`src/hdl/uodo_pkg.sv`:
```
// Package for the usage odometer: command and register index codes,
// field widths and the constants of the constant dividers.
// No dependencies.
package uodo_pkg;

  typedef enum logic [1:0] {
    CMD_TICK       = 2'd0,
    CMD_START      = 2'd1,
    CMD_SAVE       = 2'd2,
    CMD_FORCE_SAVE = 2'd3
  } cmd_t;

  typedef enum logic [2:0] {
    CFG_MIN_SPEED         = 3'd0,
    CFG_DISTANCE_INTERVAL = 3'd1,
    CFG_TIME_INTERVAL     = 3'd2,
    CFG_INITIAL_DISTANCE  = 3'd3,
    CFG_INITIAL_TIME      = 3'd4
  } cfg_index_t;

  localparam int CFG_INDEX_BITS = 3;
  localparam int CFG_DATA_BITS  = 48;

  localparam int SPEED_BITS    = 14;
  localparam int MS_BITS       = 16;
  localparam int INTERVAL_BITS = 20;
  localparam int DIST_OUT_BITS = 48;
  localparam int TIME_OUT_BITS = 40;

  localparam int DISTANCE_BITS_DEF = 48;
  localparam int TIME_BITS_DEF     = 40;

  localparam logic [SPEED_BITS-1:0]    MIN_SPEED_RST   = 14'd50;
  localparam logic [INTERVAL_BITS-1:0] DIST_INTVL_RST  = 20'd1000;
  localparam logic [INTERVAL_BITS-1:0] TIME_INTVL_RST  = 20'd600;

  // speed * ms product: 14 x 16 bits
  localparam int PROD_BITS = SPEED_BITS + MS_BITS;

  // 360000 units per metre = 2^6 * 5625
  localparam int METRE_LO_BITS = 6;
  localparam int METRE_HI_BITS = PROD_BITS - METRE_LO_BITS;      // 24
  localparam logic [23:0] METRE_DIV = 24'd5625;
  localparam int METRE_SHIFT = 36;
  localparam logic [23:0] METRE_RECIP = 24'((64'd1 << METRE_SHIFT) / 5625);
  localparam int METRE_Q_BITS = 12;                              // quotient < 2983
  localparam int METRE_R_BITS = 19;                              // remainder < 360000
  localparam logic [19:0] UNITS_PER_METRE = 20'd360000;

  // 1000 ms per second = 2^3 * 125
  localparam int MS_LO_BITS = 3;
  localparam int MS_HI_BITS = MS_BITS - MS_LO_BITS;              // 13
  localparam logic [13:0] SEC_DIV = 14'd125;
  localparam int SEC_SHIFT = 20;
  localparam logic [13:0] SEC_RECIP = 14'((64'd1 << SEC_SHIFT) / 125);
  localparam int SEC_Q_BITS = 7;                                 // quotient < 67
  localparam int SEC_R_BITS = 10;                                // remainder < 1000
  localparam logic [10:0] MS_PER_SECOND = 11'd1000;

endpackage

```
`src/hdl/usage_odometer_with_save_flag_top.sv`:
```
// Usage odometer top level: divider pipeline, state update stage and result register.
// Depends on uodo_pkg.
//
// Usage odometer. Accepts one item per clock (cmd, speed, elapsed_ms) while the output
// side is not stalled and returns exactly one result per item, in order. A start item
// loads both totals from initial_distance / initial_time and enables counting; tick
// items at or above min_speed after a start add speed * ms into an exact metre
// remainder (360000 units per metre) and ms into a second remainder; save items act
// when forced or with the pending flag set, clear the flag and, once started, mark
// the totals to be stored. Sustained rate is one item per cycle while the output
// side is not stalled: all state lives in the final update stage, which does a small
// remainder add, one saturating add per total and the interval compare. The division
// of speed * ms and of ms by their constants is done ahead of it in a four stage
// pipeline (multiply, reciprocal estimate, remainder, correction) that only sees the
// item, never the state. Every stage has its own valid bit and loads whenever it is
// empty or its successor moves, so bubbles collapse and items are still taken while
// a result waits in the output register. Configuration is written through
// cfg_we / cfg_index / cfg_data and is only expected to change while idle.
module usage_odometer_with_save_flag_top #(
  parameter int DISTANCE_BITS = uodo_pkg::DISTANCE_BITS_DEF,
  parameter int TIME_BITS     = uodo_pkg::TIME_BITS_DEF
) (
  input  logic                                   clk,
  input  logic                                   rst,
  // configuration
  input  logic                                   cfg_we,
  input  logic [uodo_pkg::CFG_INDEX_BITS-1:0]    cfg_index,
  input  logic [uodo_pkg::CFG_DATA_BITS-1:0]     cfg_data,
  // input channel
  input  logic                                   in_valid,
  output logic                                   in_ready,
  input  logic [1:0]                             cmd,
  input  logic [uodo_pkg::SPEED_BITS-1:0]        speed,
  input  logic [uodo_pkg::MS_BITS-1:0]           elapsed_ms,
  // output channel
  output logic                                   out_valid,
  input  logic                                   out_ready,
  output logic [uodo_pkg::DIST_OUT_BITS-1:0]     distance_total,
  output logic [uodo_pkg::TIME_OUT_BITS-1:0]     time_total,
  output logic                                   save_pending,
  output logic                                   store_now
);
  import uodo_pkg::*;

  localparam int DW  = DISTANCE_BITS;
  localparam int TW  = TIME_BITS;
  localparam int DXW = (DW > DIST_OUT_BITS) ? DW : DIST_OUT_BITS;
  localparam int TXW = (TW > TIME_OUT_BITS) ? TW : TIME_OUT_BITS;

  // ---------------------------------------------------------------------------
  // Configuration registers
  // ---------------------------------------------------------------------------
  logic [SPEED_BITS-1:0]    min_speed;
  logic [INTERVAL_BITS-1:0] distance_interval;
  logic [INTERVAL_BITS-1:0] time_interval;
  logic [DIST_OUT_BITS-1:0] initial_distance;
  logic [TIME_OUT_BITS-1:0] initial_time;

  always_ff @(posedge clk) begin
    if (rst) begin
      min_speed         <= MIN_SPEED_RST;
      distance_interval <= DIST_INTVL_RST;
      time_interval     <= TIME_INTVL_RST;
      initial_distance  <= '0;
      initial_time      <= '0;
    end else if (cfg_we) begin
      unique case (cfg_index_t'(cfg_index))
        CFG_MIN_SPEED:         min_speed         <= cfg_data[SPEED_BITS-1:0];
        CFG_DISTANCE_INTERVAL: distance_interval <= cfg_data[INTERVAL_BITS-1:0];
        CFG_TIME_INTERVAL:     time_interval     <= cfg_data[INTERVAL_BITS-1:0];
        CFG_INITIAL_DISTANCE:  initial_distance  <= cfg_data[DIST_OUT_BITS-1:0];
        CFG_INITIAL_TIME:      initial_time      <= cfg_data[TIME_OUT_BITS-1:0];
        default: ;  // unused indexes are dropped
      endcase
    end
  end

  // ---------------------------------------------------------------------------
  // Pipeline flow control: a stage loads when empty or when its successor moves
  // ---------------------------------------------------------------------------
  logic a_valid, b_valid, c_valid, d_valid, e_valid;
  logic out_free, e_ready, d_ready, c_ready, b_ready;

  assign out_free = !out_valid || out_ready;
  assign e_ready  = !e_valid || out_free;
  assign d_ready  = !d_valid || e_ready;
  assign c_ready  = !c_valid || d_ready;
  assign b_ready  = !b_valid || c_ready;
  assign in_ready = !a_valid || b_ready;

  always_ff @(posedge clk) begin
    if (rst) begin
      a_valid <= 1'b0;
      b_valid <= 1'b0;
      c_valid <= 1'b0;
      d_valid <= 1'b0;
      e_valid <= 1'b0;
    end else begin
      if (in_ready) a_valid <= in_valid;
      if (b_ready)  b_valid <= a_valid;
      if (c_ready)  c_valid <= b_valid;
      if (d_ready)  d_valid <= c_valid;
      if (e_ready)  e_valid <= d_valid;
    end
  end

  // ---------------------------------------------------------------------------
  // Stage A: input register
  // ---------------------------------------------------------------------------
  cmd_t                  a_cmd;
  logic [SPEED_BITS-1:0] a_speed;
  logic [MS_BITS-1:0]    a_ms;

  always_ff @(posedge clk) begin
    if (in_ready) begin
      a_cmd   <= cmd_t'(cmd);
      a_speed <= speed;
      a_ms    <= elapsed_ms;
    end
  end

  // ---------------------------------------------------------------------------
  // Stage B: speed * ms
  // ---------------------------------------------------------------------------
  cmd_t                  b_cmd;
  logic [SPEED_BITS-1:0] b_speed;
  logic [MS_BITS-1:0]    b_ms;
  logic [PROD_BITS-1:0]  b_prod;

  always_ff @(posedge clk) begin
    if (b_ready) begin
      b_cmd   <= a_cmd;
      b_speed <= a_speed;
      b_ms    <= a_ms;
      b_prod  <= PROD_BITS'(a_speed) * PROD_BITS'(a_ms);
    end
  end

  // ---------------------------------------------------------------------------
  // Stage C: quotient estimates by reciprocal multiply (low or exact)
  // ---------------------------------------------------------------------------
  logic [2*METRE_HI_BITS-1:0] metre_recip_prod;
  logic [MS_HI_BITS+13:0]     sec_recip_prod;

  assign metre_recip_prod = (2*METRE_HI_BITS)'(b_prod[PROD_BITS-1:METRE_LO_BITS]) *
                            (2*METRE_HI_BITS)'(METRE_RECIP);
  assign sec_recip_prod   = (MS_HI_BITS+14)'(b_ms[MS_BITS-1:MS_LO_BITS]) *
                            (MS_HI_BITS+14)'(SEC_RECIP);

  cmd_t                     c_cmd;
  logic [SPEED_BITS-1:0]    c_speed;
  logic                     c_ms_zero;
  logic [METRE_HI_BITS-1:0] c_prod_hi;
  logic [METRE_LO_BITS-1:0] c_prod_lo;
  logic [METRE_Q_BITS-1:0]  c_qd;
  logic [MS_HI_BITS-1:0]    c_ms_hi;
  logic [MS_LO_BITS-1:0]    c_ms_lo;
  logic [SEC_Q_BITS-1:0]    c_qt;

  always_ff @(posedge clk) begin
    if (c_ready) begin
      c_cmd     <= b_cmd;
      c_speed   <= b_speed;
      c_ms_zero <= (b_ms == '0);
      c_prod_hi <= b_prod[PROD_BITS-1:METRE_LO_BITS];
      c_prod_lo <= b_prod[METRE_LO_BITS-1:0];
      c_qd      <= metre_recip_prod[METRE_SHIFT +: METRE_Q_BITS];
      c_ms_hi   <= b_ms[MS_BITS-1:MS_LO_BITS];
      c_ms_lo   <= b_ms[MS_LO_BITS-1:0];
      c_qt      <= sec_recip_prod[SEC_SHIFT +: SEC_Q_BITS];
    end
  end

  // ---------------------------------------------------------------------------
  // Stage D: remainder against the estimate (below twice the divisor)
  // ---------------------------------------------------------------------------
  logic [METRE_HI_BITS-1:0] metre_rem_raw;
  logic [MS_HI_BITS-1:0]    sec_rem_raw;

  assign metre_rem_raw = c_prod_hi - METRE_HI_BITS'(c_qd) * METRE_DIV;
  assign sec_rem_raw   = c_ms_hi - MS_HI_BITS'(c_qt) * MS_HI_BITS'(SEC_DIV);

  cmd_t                     d_cmd;
  logic [SPEED_BITS-1:0]    d_speed;
  logic                     d_ms_zero;
  logic [METRE_Q_BITS-1:0]  d_qd;
  logic [13:0]              d_rd;
  logic [METRE_LO_BITS-1:0] d_prod_lo;
  logic [SEC_Q_BITS-1:0]    d_qt;
  logic [7:0]               d_rt;
  logic [MS_LO_BITS-1:0]    d_ms_lo;

  always_ff @(posedge clk) begin
    if (d_ready) begin
      d_cmd     <= c_cmd;
      d_speed   <= c_speed;
      d_ms_zero <= c_ms_zero;
      d_qd      <= c_qd;
      d_rd      <= metre_rem_raw[13:0];
      d_prod_lo <= c_prod_lo;
      d_qt      <= c_qt;
      d_rt      <= sec_rem_raw[7:0];
      d_ms_lo   <= c_ms_lo;
    end
  end

  // ---------------------------------------------------------------------------
  // Stage E: one correction step, rebuild full remainders
  // ---------------------------------------------------------------------------
  logic       rd_over, rt_over;
  logic [13:0] rd_fix;
  logic [7:0]  rt_fix;

  assign rd_over = (d_rd >= METRE_DIV[13:0]);
  assign rt_over = (d_rt >= SEC_DIV[7:0]);
  assign rd_fix  = rd_over ? (d_rd - METRE_DIV[13:0]) : d_rd;
  assign rt_fix  = rt_over ? (d_rt - SEC_DIV[7:0]) : d_rt;

  cmd_t                    e_cmd;
  logic [SPEED_BITS-1:0]   e_speed;
  logic                    e_ms_zero;
  logic [METRE_Q_BITS-1:0] e_qd;
  logic [METRE_R_BITS-1:0] e_rd;
  logic [SEC_Q_BITS-1:0]   e_qt;
  logic [SEC_R_BITS-1:0]   e_rt;

  always_ff @(posedge clk) begin
    if (e_ready) begin
      e_cmd     <= d_cmd;
      e_speed   <= d_speed;
      e_ms_zero <= d_ms_zero;
      e_qd      <= d_qd + METRE_Q_BITS'(rd_over);
      e_rd      <= {rd_fix[METRE_R_BITS-METRE_LO_BITS-1:0], d_prod_lo};
      e_qt      <= d_qt + SEC_Q_BITS'(rt_over);
      e_rt      <= {rt_fix[SEC_R_BITS-MS_LO_BITS-1:0], d_ms_lo};
    end
  end

  // ---------------------------------------------------------------------------
  // State update stage
  // ---------------------------------------------------------------------------
  logic [DW-1:0]           distance_count, distance_count_next;
  logic [TW-1:0]           time_count, time_count_next;
  logic [DW-1:0]           saved_distance, saved_distance_next;
  logic [TW-1:0]           saved_time, saved_time_next;
  logic [METRE_R_BITS-1:0] metre_remainder, metre_remainder_next;
  logic [SEC_R_BITS-1:0]   ms_remainder, ms_remainder_next;
  logic                    pending_flag, pending_flag_next;
  logic                    started_flag, started_flag_next;
  logic                    stored;

  // tick arithmetic
  logic                    moving;
  logic [METRE_R_BITS:0]   metre_sum;
  logic                    metre_carry;
  logic [METRE_Q_BITS-1:0] metres;
  logic [SEC_R_BITS:0]     ms_sum;
  logic                    sec_carry;
  logic [SEC_Q_BITS-1:0]   secs;
  logic [DW:0]             dist_sum;
  logic [TW:0]             time_sum;
  logic [DW-1:0]           dist_added;
  logic [TW-1:0]           time_added;
  logic                    interval_hit;

  // start load, saturated to counter maximum
  logic [DXW-1:0]          init_d_ext;
  logic [TXW-1:0]          init_t_ext;
  logic [DW-1:0]           start_dist;
  logic [TW-1:0]           start_time;

  assign moving = started_flag && (e_cmd == CMD_TICK) && !e_ms_zero &&
                  (e_speed >= min_speed);

  assign metre_sum   = (METRE_R_BITS+1)'(metre_remainder) + (METRE_R_BITS+1)'(e_rd);
  assign metre_carry = (metre_sum >= UNITS_PER_METRE);
  assign metres      = e_qd + METRE_Q_BITS'(metre_carry);

  assign ms_sum    = (SEC_R_BITS+1)'(ms_remainder) + (SEC_R_BITS+1)'(e_rt);
  assign sec_carry = (ms_sum >= MS_PER_SECOND);
  assign secs      = e_qt + SEC_Q_BITS'(sec_carry);

  assign dist_sum   = {1'b0, distance_count} + (DW+1)'(metres);
  assign time_sum   = {1'b0, time_count} + (TW+1)'(secs);
  assign dist_added = dist_sum[DW] ? {DW{1'b1}} : dist_sum[DW-1:0];
  assign time_added = time_sum[TW] ? {TW{1'b1}} : time_sum[TW-1:0];

  // counts never fall below the saved snapshot, so the differences do not wrap
  assign interval_hit = ((dist_added - saved_distance) >= DW'(distance_interval)) ||
                        ((time_added - saved_time) >= TW'(time_interval));

  assign init_d_ext = DXW'(initial_distance);
  assign init_t_ext = TXW'(initial_time);
  assign start_dist = (init_d_ext > DXW'({DW{1'b1}})) ? {DW{1'b1}} : DW'(init_d_ext);
  assign start_time = (init_t_ext > TXW'({TW{1'b1}})) ? {TW{1'b1}} : TW'(init_t_ext);

  always_comb begin
    distance_count_next  = distance_count;
    time_count_next      = time_count;
    saved_distance_next  = saved_distance;
    saved_time_next      = saved_time;
    metre_remainder_next = metre_remainder;
    ms_remainder_next    = ms_remainder;
    pending_flag_next    = pending_flag;
    started_flag_next    = started_flag;
    stored               = 1'b0;
    unique case (e_cmd)
      CMD_TICK: begin
        if (moving) begin
          distance_count_next  = dist_added;
          time_count_next      = time_added;
          metre_remainder_next = metre_carry ?
                                 METRE_R_BITS'(metre_sum - (METRE_R_BITS+1)'(UNITS_PER_METRE)) :
                                 metre_sum[METRE_R_BITS-1:0];
          ms_remainder_next    = sec_carry ?
                                 SEC_R_BITS'(ms_sum - (SEC_R_BITS+1)'(MS_PER_SECOND)) :
                                 ms_sum[SEC_R_BITS-1:0];
          if (interval_hit) pending_flag_next = 1'b1;
        end
      end
      CMD_START: begin
        distance_count_next  = start_dist;
        time_count_next      = start_time;
        saved_distance_next  = start_dist;
        saved_time_next      = start_time;
        metre_remainder_next = '0;
        ms_remainder_next    = '0;
        pending_flag_next    = 1'b0;
        started_flag_next    = 1'b1;
      end
      CMD_SAVE, CMD_FORCE_SAVE: begin
        // save if pending only acts with the flag set; forced save always does
        if (pending_flag || (e_cmd == CMD_FORCE_SAVE)) begin
          pending_flag_next = 1'b0;
          if (started_flag) begin
            saved_distance_next = distance_count;
            saved_time_next     = time_count;
            stored              = 1'b1;
          end
        end
      end
      default: ;
    endcase
  end

  // State and result register move together when the item leaves stage E
  always_ff @(posedge clk) begin
    if (rst) begin
      out_valid       <= 1'b0;
      distance_count  <= '0;
      time_count      <= '0;
      saved_distance  <= '0;
      saved_time      <= '0;
      metre_remainder <= '0;
      ms_remainder    <= '0;
      pending_flag    <= 1'b0;
      started_flag    <= 1'b0;
    end else if (out_free) begin
      out_valid <= e_valid;
      if (e_valid) begin
        distance_count  <= distance_count_next;
        time_count      <= time_count_next;
        saved_distance  <= saved_distance_next;
        saved_time      <= saved_time_next;
        metre_remainder <= metre_remainder_next;
        ms_remainder    <= ms_remainder_next;
        pending_flag    <= pending_flag_next;
        started_flag    <= started_flag_next;
      end
    end
  end

  always_ff @(posedge clk) begin
    if (out_free && e_valid) begin
      distance_total <= DIST_OUT_BITS'(distance_count_next);
      time_total     <= TIME_OUT_BITS'(time_count_next);
      save_pending   <= pending_flag_next;
      store_now      <= stored;
    end
  end

  // ---------------------------------------------------------------------------
  // Assertions
  // ---------------------------------------------------------------------------
  a_metre_rem_range: assert property (@(posedge clk) disable iff (rst)
    METRE_R_BITS'(metre_remainder) < METRE_R_BITS'(UNITS_PER_METRE))
    else $error("metre remainder out of range");

  a_ms_rem_range: assert property (@(posedge clk) disable iff (rst)
    SEC_R_BITS'(ms_remainder) < SEC_R_BITS'(MS_PER_SECOND))
    else $error("ms remainder out of range");

  a_saved_not_ahead: assert property (@(posedge clk) disable iff (rst)
    (saved_distance <= distance_count) && (saved_time <= time_count))
    else $error("saved snapshot ahead of running totals");

  a_store_needs_start: assert property (@(posedge clk) disable iff (rst)
    (out_valid && store_now) |-> started_flag)
    else $error("store reported before start");

  a_stall_only_full: assert property (@(posedge clk) disable iff (rst)
    !in_ready |-> (a_valid && b_valid && c_valid && d_valid && e_valid && out_valid))
    else $error("input stalled with an empty stage");

endmodule
```
`config.mk`:
```
export PLATFORM = sky130hd
export DESIGN_NAME = usage_odometer_with_save_flag_top
export DESIGN_NICKNAME = d
export VERILOG_FILES = /design/src/hdl/uodo_pkg.sv /design/src/hdl/usage_odometer_with_save_flag_top.sv
export SDC_FILE = /design/constraint.sdc
export NUM_CORES = 2
export LEC_CHECK = 0
export BUFFER_PORTS_ARGS = -buffer_cell sky130_fd_sc_hd__buf_2
export CAP_MARGIN = 20
export CORE_MARGIN = 4
export CORE_UTILIZATION = 60
export CTS_BUF_LIST = sky130_fd_sc_hd__clkbuf_8
export DETAILED_ROUTE_END_ITERATION = 7
export GPL_TIMING_DRIVEN = 0
export PLACE_DENSITY = 0.79
export SETUP_SLACK_MARGIN = 0.15
export SLEW_MARGIN = 20
export SYNTH_ARGS = -nofsm -noshare
export SYNTH_HDL_FRONTEND = slang
export SYNTH_SLANG_ARGS = --single-unit
```
`constraint.sdc`:
```
create_clock -name clk -period 11.8 [get_ports clk]
set_clock_uncertainty 0.05 [all_clocks]
set_input_delay 0.59 -clock clk [delete_from_list [all_inputs] [get_ports clk]]
set_output_delay 0.59 -clock clk [all_outputs]
set_load 0.02 [all_outputs]
```
==> qor.yml <==
synthesis:
  syn_inst: 6553
  yosysTopAreaCell: "edfxtp_1"
  syn_area_um2: 61200
  synth_compound_area_share_pct: 11.3
  ys_ff_latch: 738
  synth_top_family_by_area: "adder cells"
  synthDistinctLibCells: 102
  synthArstFlopShare_pct: 0
  synth-simple-area-share_pct: 14.2
  yosysSeqAreaShare_pct: 30.4
  yosysMostFrequentCell: "inv_1"
  synth_fp_nets: 7822
  synthMuxAreaShare_pct: 1.73
  yosysWarnings: 0
  synth_xor_area_share_pct: 4.18
  synth_edf_count: 383
  yosysTopAreaCellShare_pct: 18.8
  synth-main-ff-cell: "edfxtp_1"
  netlist_top_cells_count: "993 x inv_1, 756 x nand2_1, 678 x ha_1, 503 x fa_1, 430 x nor2_1"
  synth_fa_ha_area_share_pct: 30.3
  post_synth.cell_area_avg_um2: 9.34
  synth_area_leaders: "edfxtp_1 19%, fa_1 16%, ha_1 14%, dfxtp_1 12%, inv_1 6.1%"
clocking:
  cts_tree: "built"
  clockBufferDepth: 3
  clock_latency_ns: 0.84
  cts_inserted_buffers: 120
  clock_sinks: 738
  cts_max_level: 3
  cts_root_buf: "clkbuf_8"
  clk_pin_slew_ns: 0.07
floorplanning:
  dieHeight_um: 327
  row_count: 116
  core_area_um2: 101000
  die_area_um2: 107000
  start_util_pct: 60.8
  io_pins: 180
  die_w_um: 327
placed_design:
  numPortBuffers: 178
  hpwlAfterDp_mm: 147
  gp_congestion: 0.994
detailed_routing:
  viasPerCell: 5.87
  drt_wl_total_mm: 187
  dr.first_iter.drc_count: 3974
  ant_nets: 0
  wl_per_cell_um: 22.2
  vias: 49412
  drt_pass1_iterations: 6
  route.detailed.drc: 0
setup_path:
  slowest_delay_ns: 0.57
  path_buf_inv: 3
  critPathKind: "reg2reg"
  worst_setup_path_start_kind: "flop"
  worstPathArrival_ns: 11.84
  crit_family: "compound AO/OA/AOI/OAI gates"
  crit_required_ns: 12.29
  path_common_cell: "ha_1"
  end_kind: "flop"
  critPathMaxFanout: 10
  slowest_stage: "or4_4"
worst_hold_path:
  hp-class: "in2reg"
global_routing:
  antenna_found_initial: 14
  grt_pass1_wl_mm: 286
  grt_remaining_overflow: 0
  track_usage_pct: 34.6
  grt_start_max_net_pins: 67
  grt_pass1_vias: 50210
layout:
  nets: 8212
  drive_gt1_share_pct: 8.43
  area_delta_synth_final_pct: 11.4
timing:
  min_period_over_period_pct: 96.2
  worst_pin_slew_ns: 1.26
  rsz0062_at_grt: "false"
  slew_viol_final: 0
  fin_hold_ws_ns: 0.0290
  setup_viol: 0
  fin_tns_setup_ns: 0
  finalHoldViolations: 0
  fmax_mhz: 88.1
  layout_min_cycle_time_ns: 11.35
  relSlewSlack_pct: 15.9
flow_run:
  cap_violations: 0
run_status:
  outcome: "finished clean"
-- worst reg2reg max path: cells and delay by family, from the launching register on --
kind                       cells  cell delay, ns
and+or+nand+nor               15            3.16
AOI/OAI and AO/OA             21            4.84
adders and majority gates      7            1.84
buffers and inverters          3            0.40
xor gates and xnor gates       3            0.41
DFF                            1            0.38
-- layout by cell type, fill, tap and decap left out, types with 27 or more instances in the layout --
master         Yosys  routed
clkbuf_1         234     222
buf_2             11     192
nor2b_1           30      27
clkinv_2           0      29
dfxtp_1          355     355
mux2i_1          100     100
clkbuf_8           6     135
a21oi_1          413     395
and2_1           103     102
ha_1             678     667
xor2_1           114     112
buf_4              0      29
edfxtp_1         383     383
dlygate4sd3_1      0      50
nand4_1           61      61
fa_1             503     503
o21a_1            34      33
nand3_1          106     103
inv_1            993    1013
a211oi_1         134     133
and3_1            46      46
nor3_1           131     128
o21ai_0          201     192
nor2_1           430     424
a21o_1            77      77
xnor2_1          178     174
nand2_1          756     751
nand2b_1          38      38
nor3b_1           64      63
o211ai_1          28      28
-- per-stage QoR --
step	utilization (%)	cell area (um^2)	cells	setup slack, ns
after floorplan	-	61200	6553	0.969
after global placement	63.4	63800	8088	-2.61
after detailed placement	63.7	64000	8100	-2.45
after CTS	67.3	67700	8389	0.175
after global routing	67.8	68200	8407	0.106
final	67.8	68200	8416	0.451
-- cell families after synthesis --
kind of cell / Yosys count
simple gates: 1875
buf+inv: 1263
fa+ha+maj: 1181
compound gates: 1099
flops: 738
xor+xnor: 292
mux: 105
-- sequential cells by signal (all words and copies together), names as in the netlist, 16 cells and up --
| register | cells |
|---|---|
| time_interval | 20 |
| distance_count | 48 |
| time_count | 40 |
| a_ms | 16 |
| b_prod | 30 |
| saved_time | 40 |
| b_ms | 16 |
| init_d_ext | 48 |
| e_rd | 19 |
| distance_total | 48 |
| init_t_ext | 40 |
| time_total | 40 |
| distance_interval | 20 |
| metre_remainder | 19 |
| saved_distance | 48 |
-- layout make-up --
class,count,area [um^2]
Timing Repair Buffer,268,1820
Buffer,268,1180
Clock inverter,98,980
Fill cell,7949,32400
Antenna cell,11,27.5
Inverter,995,3740
Tap cell,1357,1700
Clock buffer,129,1780
Sequential cell,738,18600
Multi-Input combinational cell,4552,38400
-- final timing paths --
| path | from | endpoint | slack, ns | cells past startpoint |
|---|---|---|---|---|
| worst max-delay path | e_rd[3] | save_pending | 0.45 | 49 |
| worst min-delay path | cfg_data[27] | init_t_ext[27] | 0.03 | 3 |
| worst max register to register | e_rd[3] | save_pending | 0.45 | 49 |
| worst min register to register | c_speed[2] | d_speed[2] | 0.36 | 0 |
-- repair_timing --
item	CTS	global route
pin swaps	17	29
hold endpoints to repair	57	0
setup buffers	12	15
setup endpoints to repair	2	2
hold buffers	50	0
resized for setup	79	67
gates cloned	0	1
-- routing by layer --
metal  GRT usage (%)  up-vias  wire [um]
li1                -    22697          -
met1            41.9    23957      70900
met2            57.7     2160      87700
met3            6.28      590      15000
met4            21.1        8      13400
met5               0        -         51
Power is not shown: default switching activity piles up to over one toggle a cycle in this logic, so the estimate is an artifact.
